[config.mk]
export PLATFORM = sky130hd
export DESIGN_NAME = aem_norm
export DESIGN_NICKNAME = d
export VERILOG_FILES = /design/src/rtl/aem_pkg.sv /design/src/rtl/aem_norm.sv
export SDC_FILE = /design/constraint.sdc
export NUM_CORES = 2
export LEC_CHECK = 0
export BUFFER_PORTS_ARGS = -buffer_cell sky130_fd_sc_hd__buf_2
export CAP_MARGIN = 20
export CORE_UTILIZATION = 42
export CTS_BUF_LIST = sky130_fd_sc_hd__clkbuf_4
export DETAILED_ROUTE_END_ITERATION = 8
export GPL_TIMING_DRIVEN = 0
export PLACE_DENSITY = 0.65
export SETUP_SLACK_MARGIN = 0.02
export SYNTH_ARGS = -nofsm -noshare
export SYNTH_HDL_FRONTEND = slang
export SYNTH_SLANG_ARGS = --single-unit
[constraint.sdc]
create_clock -name clk -period 9.7 [get_ports clk]
set_input_delay 0 -clock clk [delete_from_list [all_inputs] [get_ports clk]]
set_output_delay 0 -clock clk [all_outputs]
set_load 0.01 [all_outputs]
[src/rtl/aem_pkg.sv]
`default_nettype none
package aem_pkg;

  localparam int DIR_BITS_DEF    = 16;
  localparam int MAX_MAP_DIM_DEF = 4096;

  localparam int CFG_W     = 13;
  localparam int CFG_IDX_W = 2;
  localparam logic [CFG_IDX_W-1:0] REG_MAP_WIDTH   = 2'd0;
  localparam logic [CFG_IDX_W-1:0] REG_MAP_HEIGHT  = 2'd1;
  localparam logic [CFG_IDX_W-1:0] REG_MAP_PRESENT = 2'd2;

  localparam int OUT_W = 12;

  localparam int NORM_W    = 32;
  localparam int NORM_EXP  = 30;
  localparam int SH_W      = $clog2(NORM_W);
  localparam int SQ_W      = 2 * NORM_W;
  localparam int RHO_W     = 32;
  localparam int ISQ_REM_W = RHO_W + 2;

  localparam int TURN_BITS    = 24;
  localparam int HALF_TURN    = 1 << (TURN_BITS - 1);
  localparam int QUARTER_TURN = 1 << (TURN_BITS - 2);
  localparam int Q_W          = TURN_BITS + 1;
  localparam int OFF_W        = TURN_BITS;
  localparam int NUM_W        = NORM_W + OFF_W;

  localparam int CORDIC_STEPS = 20;
  localparam int CORDIC_W     = 36;
  localparam int ACC_W        = 26;

  localparam logic [ACC_W-1:0] ATAN_TURNS [CORDIC_STEPS] = '{
    26'd2097152, 26'd1238021, 26'd654136, 26'd332050, 26'd166669,
    26'd83416,   26'd41718,   26'd20860,  26'd10430,  26'd5215,
    26'd2608,    26'd1304,    26'd652,    26'd326,    26'd163,
    26'd81,      26'd41,      26'd20,     26'd10,     26'd5
  };

  typedef struct packed {
    logic [NORM_W-1:0] mx;
    logic [NORM_W-1:0] my;
    logic              nx;
    logic              ny;
    logic              pole;
  } lane_t;

  typedef struct packed {
    lane_t             lane;
    logic [NORM_W-1:0] mz;
    logic              nz;
  } root_side_t;

  typedef struct packed {
    lane_t            lane;
    logic [RHO_W-1:0] rho;
  } arc_side_t;

endpackage
`default_nettype wire

[src/rtl/aem_norm.sv]
`default_nettype none
module aem_norm #(
  parameter int DIR_BITS = aem_pkg::DIR_BITS_DEF
) (
  input  wire logic                      clk,
  input  wire logic                      rst,
  input  wire logic                      en,
  input  wire logic                      in_valid,
  input  wire logic [DIR_BITS-1:0]       dir_x,
  input  wire logic [DIR_BITS-1:0]       dir_y,
  input  wire logic [DIR_BITS-1:0]       dir_z,
  output logic                           out_valid,
  output logic [aem_pkg::SQ_W-1:0]       out_sum,
  output aem_pkg::root_side_t            out_side
);

  logic [DIR_BITS-1:0] magx, magy, magz, magm;
  logic                v1;
  logic [DIR_BITS-1:0] mx1, my1, mz1, m1;
  logic                nx1, ny1, nz1;

  logic [aem_pkg::NORM_W-1:0] m32;
  logic [aem_pkg::SH_W-1:0]   msb, sh;
  logic                       v2;
  logic [aem_pkg::NORM_W-1:0] mx2, my2, mz2;
  logic                       nx2, ny2, nz2, pole2;

  logic                       v3;
  logic [aem_pkg::SQ_W-1:0]   sqx3, sqy3;
  logic [aem_pkg::NORM_W-1:0] mx3, my3, mz3;
  logic                       nx3, ny3, nz3, pole3;

  // magnitudes; the most negative code maps onto its own bit pattern
  always_comb begin
    magx = dir_x[DIR_BITS-1] ? (~dir_x + DIR_BITS'(1)) : dir_x;
    magy = dir_y[DIR_BITS-1] ? (~dir_y + DIR_BITS'(1)) : dir_y;
    magz = dir_z[DIR_BITS-1] ? (~dir_z + DIR_BITS'(1)) : dir_z;
    magm = magx;
    if (magy > magm) begin
      magm = magy;
    end
    if (magz > magm) begin
      magm = magz;
    end
  end

  always_ff @(posedge clk) begin
    if (rst) begin
      v1 <= 1'b0;
      v2 <= 1'b0;
      v3 <= 1'b0;
      out_valid <= 1'b0;
    end else if (en) begin
      v1 <= in_valid;
      v2 <= v1;
      v3 <= v2;
      out_valid <= v3;
    end
  end

  always_ff @(posedge clk) begin
    if (en) begin
      mx1 <= magx;
      my1 <= magy;
      mz1 <= magz;
      m1  <= magm;
      nx1 <= dir_x[DIR_BITS-1];
      ny1 <= dir_y[DIR_BITS-1];
      nz1 <= dir_z[DIR_BITS-1];
    end
  end

  // shift so the largest magnitude reaches the normalization floor
  always_comb begin
    m32 = aem_pkg::NORM_W'(m1);
    msb = '0;
    for (int i = 0; i < aem_pkg::NORM_W; i++) begin
      if (m32[i]) begin
        msb = aem_pkg::SH_W'(i);
      end
    end
    if (m32[aem_pkg::NORM_W-1] || m32[aem_pkg::NORM_EXP]) begin
      sh = '0;
    end else begin
      sh = aem_pkg::SH_W'(aem_pkg::NORM_EXP) - msb;
    end
  end

  always_ff @(posedge clk) begin
    if (en) begin
      mx2   <= aem_pkg::NORM_W'(mx1) << sh;
      my2   <= aem_pkg::NORM_W'(my1) << sh;
      mz2   <= aem_pkg::NORM_W'(mz1) << sh;
      nx2   <= nx1;
      ny2   <= ny1;
      nz2   <= nz1;
      pole2 <= (m1 == '0);
    end
  end

  always_ff @(posedge clk) begin
    if (en) begin
      sqx3  <= aem_pkg::SQ_W'(mx2) * aem_pkg::SQ_W'(mx2);
      sqy3  <= aem_pkg::SQ_W'(my2) * aem_pkg::SQ_W'(my2);
      mx3   <= mx2;
      my3   <= my2;
      mz3   <= mz2;
      nx3   <= nx2;
      ny3   <= ny2;
      nz3   <= nz2;
      pole3 <= pole2;
    end
  end

  always_ff @(posedge clk) begin
    if (en) begin
      out_sum            <= sqx3 + sqy3;
      out_side.lane.mx   <= mx3;
      out_side.lane.my   <= my3;
      out_side.lane.nx   <= nx3;
      out_side.lane.ny   <= ny3;
      out_side.lane.pole <= pole3;
      out_side.mz        <= mz3;
      out_side.nz        <= nz3;
    end
  end

endmodule
`default_nettype wire

# ---- Word level (Yosys, flattened, before mapping)
# Index checks and enable logic that the tools add are counted.
dict set report classes {
  n_reduce_logical 1
  shifts 3
  addsub 5
  n_mux 20
  bitwise_logic 3
  n_lt_le_gt_ge 2
  multipliers 2
}
# op count
set op_table {}
lappend op_table {{multiplier 32 x 32 -> 64 bit} 2}
lappend op_table {{left shift 16 x 5 -> 32 bit} 3}
lappend op_table {{2-to-1 mux 16 bit} 5}
lappend op_table {{2-to-1 mux 5 bit} 14}
lappend op_table {{adder 64 bit} 1}
lappend op_table {{adder 16 x 1 -> 16 bit (second input constant)} 3}
lappend op_table {{NOT 16 bit} 3}
lappend op_table {{greater-than comparator 16 bit} 2}
lappend op_table {{zero test 16 bit} 1}
lappend op_table {{subtractor 5 bit (first input constant)} 1}
lappend op_table {{2-to-1 mux 1 bit} 1}
dict set report totals {
  output_inout_bits 165
  word_cells 71
  in_bits 52
  reg_bits 563
}

# ---- Logic depth before layout (Yosys ltp)
dict set report depth {
  word_depth 17
  mapped_depth 32
}

# ---- Worst setup path before layout
# Ideal clock, no wire load.
dict set report synth_path {
  path_kind {reg-to-reg}
  startpoint {reg mx2[2] in the netlist's numbering}
  endpoint {reg sqx3[61] in the netlist's numbering (data pin)}
  slack_ps 2023
  arrival_time_ps 7409
  n_path_buf 3
  setup_time_ps 268
  stages_incl_launch_ff 29
  period_less_slack_ps 7677
  required_ps 9432
  path_cell_list {edfxtp_1 > clkbuf_1 > buf_1 > nand2_1 > fa_1 > inv_1 > fa_1 > inv_1 > fa_1 > fa_1 > inv_1 > fa_1 > inv_1 > fa_1 > inv_1 > fa_1 > fa_1 > ha_1 > buf_2 > a21oi_1 > o21ai_1 > a311oi_1 > o311ai_1 > o21ai_1 > a21oi_1 > nor3_1 > o21ai_1 > a2111oi_1 > xnor2_1}
}
dict set report synth_between {
  elab_chain_cells 1
}
# item line_no
set synth_rtl {}
lappend synth_rtl {{start: declaration} aem_norm.sv:25} ;# logic [aem_pkg::NORM_W-1:0] mx2, my2, mz2;
lappend synth_rtl {{start signal: assignment} aem_norm.sv:91} ;# mx2 <= aem_pkg::NORM_W'(mx1) << sh;
lappend synth_rtl {{multiplier 32 x 32 -> 64 bit} aem_norm.sv:103} ;# sqx3 <= aem_pkg::SQ_W'(mx2) * aem_pkg::SQ_W'(mx2);
lappend synth_rtl {{end signal: assignment} aem_norm.sv:103}
lappend synth_rtl {{end: declaration} aem_norm.sv:29} ;# logic [aem_pkg::SQ_W-1:0] sqx3, sqy3;
# Every way passes these cells.
# A chain may end at the register's enable or synchronous reset.

# ---- Worst setup path in the final report
dict set report layout_path {
  startpoint {reg my2[27] in the netlist's numbering}
  endpoint {reg sqy3[56] in the netlist's numbering (data pin)}
}
dict set report layout_between {
  elab_chain_cells 1
}
# item line_no
set layout_rtl {}
lappend layout_rtl {{start: declaration} aem_norm.sv:25}
lappend layout_rtl {{start signal: assignment} aem_norm.sv:92} ;# my2 <= aem_pkg::NORM_W'(my1) << sh;
lappend layout_rtl {{multiplier 32 x 32 -> 64 bit} aem_norm.sv:104} ;# sqy3 <= aem_pkg::SQ_W'(my2) * aem_pkg::SQ_W'(my2);
lappend layout_rtl {{end signal: assignment} aem_norm.sv:104}
lappend layout_rtl {{end: declaration} aem_norm.sv:29}
# Every way passes these cells.

==> results.cfg <==
[hold_path]
hold_depth = 6
hp-start = dir_y[3]
hold_path.class = in -> reg
min_to = my1[4]

[yosys]
synthCells = 8245
synth_seq_cells = 559
avgSynthCellArea_sq_um = 10.3
synth_compound_area_share_pct = 7.25
ys_warn_count = 0
async_flop_share_pct = 0
synth_area_leaders = fa_1 37%, edfxtp_1 20%, ha_1 10%
synth_top_family_by_area = adder cells
syn-cell-area_sq_mm = 0.0849
synth.top_cell.area_share_pct = 37.4
ys.flop_type = edfxtp_1
synth_cell_types = 96
ys_seq_area_share_pct = 19.7
synthXorXnorAreaFrac_pct = 3.00
synth_edf_count = 555
post_synth_mux_area_share_pct = 2.02
synthAdderAreaFrac_pct = 47.6
yosys.area_share.simple_pct = 9.97
yosysTopAreaCell = fa_1

[timing]
timing.fmax_mhz = 104
setup_viol = 0
slew_headroom_pct = 16.8
setup_slack_ns = 0.122
rsz0062_at_grt = yes
skew_ns = 0.142
fin_tns_setup_ns = 0
hold_viol = 0
tightest_slew_ns = 1.24
fin_crit_sh_pct = 98.7
min_period_ns = 9.58
report.final.slew_viol_count = 0
whs_ns = 0.168

[cts]
cts.sinks = 559
cts_made_buffers = 154
htree_levels = 4
cts_tree = done
clock_latency_ns = 1.26
cts_buffer_depth = 3
cts_root_buf = clkbuf_4
clk_pin_slew_worst_paths_ns = 0.07

[layout]
final_common_cell = inv_1
final_nets = 11200
drive_above_1_share_pct = 8.76
final_cell_mix = 2002 x inv_1, 1587 x fa_1, 712 x nand2_1
synthToLayoutAreaGrowth_pct = 11.2
num-fill-cells = 18900

[floorplan]
std_cell_rows = 164
die_w_um = 452
start_util_pct = 42.4
dieArea_sq_mm = 0.204
fp.dieH_um = 452
pin_count = 217
core-area_sq_mm = 0.200

[setup_path]
ff2ff_path_depth = 24
regToRegEndpoint = sqy3[56]
crit_fanout = 10
worstPathArrival_ns = 10.51
startpoint_type = register
cp.required_ns = 10.64
worstReg2RegStart = my2[27]
reg2reg_slack_ns = 0.12
cp-end-kind = register
crit_type = reg -> reg

[routing]
num_vias = 63100
wl_um = 297000
drt_pre_antenna_iters = 7
ant_nets = 0
wl_per_cell_um = 25.4
via_per_inst = 5.41
drcViolationCount = 0
drt_iter0_markers = 5681

[placement]
finalWeightedCongestion = 1.02
hpwl_um = 239000
io_buffers = 216
dp_slack_ns = -0.872

[global_routing]
antenna_found_initial = 38
gr-total-overflow = 0
grtUsageTotal_pct = 29.5
grt_pass1_vias = 67200
grt_max_degree = 128
grt_pass1_wl_um = 436000

[outcome]
status = completed

[job]
cap_violations = 0
kinds of logic (layout without fill, tap and decap cells):
group,count (synthesis),in the layout
mux,122,122
xor+xnor,291,291
simple gates,1730,1730
flops,559,559
compound gates,924,924
other cells,1,35
fa+ha+maj,2280,2280
buf+inv,2338,3061
critical path: stages, from the launching register on:
cell and delay (ns):
edfxtp_1 0.92, clkbuf_1 0.86, and2_1 0.29, inv_1 0.07, fa_1 0.50, inv_1 0.05
fa_1 0.59, fa_1 0.51, fa_1 0.55, fa_1 0.45, fa_1 0.53, fa_1 0.43
ha_1 0.30, ha_1 0.27, clkbuf_1 0.23, a21o_1 0.25, a21o_1 0.19, a21oi_1 0.20
o21a_1 0.20, o21ai_0 0.16, a31oi_1 0.56, o21ai_0 0.20, nor3_1 0.54, a211oi_1 0.16
a211oi_1 0.33
synthesized netlist by cell type (all sizes together), types with 8 or more instances:
| cell | instances |
|---|---|
| nand4 | 54 |
| a211oi | 43 |
| clkbuf | 303 |
| a31oi | 33 |
| and3 | 31 |
| nand2b | 26 |
| o22ai | 16 |
| mux4 | 38 |
| or3 | 13 |
| o311ai | 8 |
| xnor2 | 164 |
| ha | 693 |
| mux2i | 72 |
| xor2 | 127 |
| inv | 2006 |
| o211ai | 23 |
| mux2 | 12 |
| fa | 1587 |
| nor2 | 218 |
| o41ai | 9 |
| a31o | 23 |
| nor2b | 44 |
| o21a | 36 |
| nand2 | 712 |
| edfxtp | 555 |
| nor3 | 50 |
| a2111oi | 11 |
| a21o | 112 |
| and2 | 458 |
| or4 | 9 |
| nand3 | 62 |
| nor3b | 9 |
| o31ai | 29 |
| and4 | 10 |
| o21bai | 29 |
| or2 | 20 |
| o221ai | 10 |
| a21oi | 256 |
| o21ai | 174 |
| buf | 28 |
| a22oi | 29 |
through the flow:
stage               std cells  utilization [%]  area (sq um)
floorplan                8256                -         84900
global placement        11100             44.6         89300
detailed placement      11100             44.8         89700
CTS                     11600             46.8         93800
global route            11600             47.1         94400
finish                  11700             47.1         94400
worst max path at each step:
stage	startpoint	end	depth (start not counted)
final	my2[27]	sqy3[56]	24
after global routing	mx2[19]	sqx3[61]	27
after CTS	my2[2]	sqy3[59]	27
after detailed placement	my2[5]	sqy3[57]	28
after global placement	my2[5]	sqy3[57]	26
after floorplan	mx2[2]	sqx3[61]	28
area by class of cell:
cell class | count | area, sq um | area share (%)
diodes | 23 | 57.6 | 0.0610
plain buffers | 320 | 1400 | 1.48
repair buffers | 462 | 3830 | 4.06
inverters | 2007 | 7540 | 7.98
clock buffers | 207 | 1550 | 1.65
clock inverters | 65 | 588 | 0.623
multi-input cells | 5359 | 59400 | 62.9
well taps | 2656 | 3320 | 3.52
flip-flops and latches | 559 | 16700 | 17.7
sequential cells by signal (all words and copies together), names as in the netlist, 32 cells and up:
| register | cells |
|---|---|
| mx2 | 32 |
| mz2 | 32 |
| out_side | 100 |
| sqx3 | 63 |
| out_sum | 64 |
| mz3 | 32 |
| my2 | 32 |
| sqy3 | 63 |
repair_timing:
action / in CTS / in global routing
pin swaps: 0 / 0
gates resized for setup: 69 / 145
buffers inserted: 18 / 40
endpoints found under the hold margin: 430 / 0
hold buffers: 164 / 0
setup endpoints to repair: 48 / 30
metal layers:
metal / track usage, % / up-vias / wire length, um
met1: 37.9 / 31900 / 115000
li1: - / 27200 / -
met2: 45.3 / 3200 / 132000
met4: 19.4 / 6 / 23000
met3: 6.08 / 804 / 26800
met5: 0 / - / 30
Power is not shown: default switching activity piles up to over one toggle a cycle in this logic, so the estimate is an artifact.
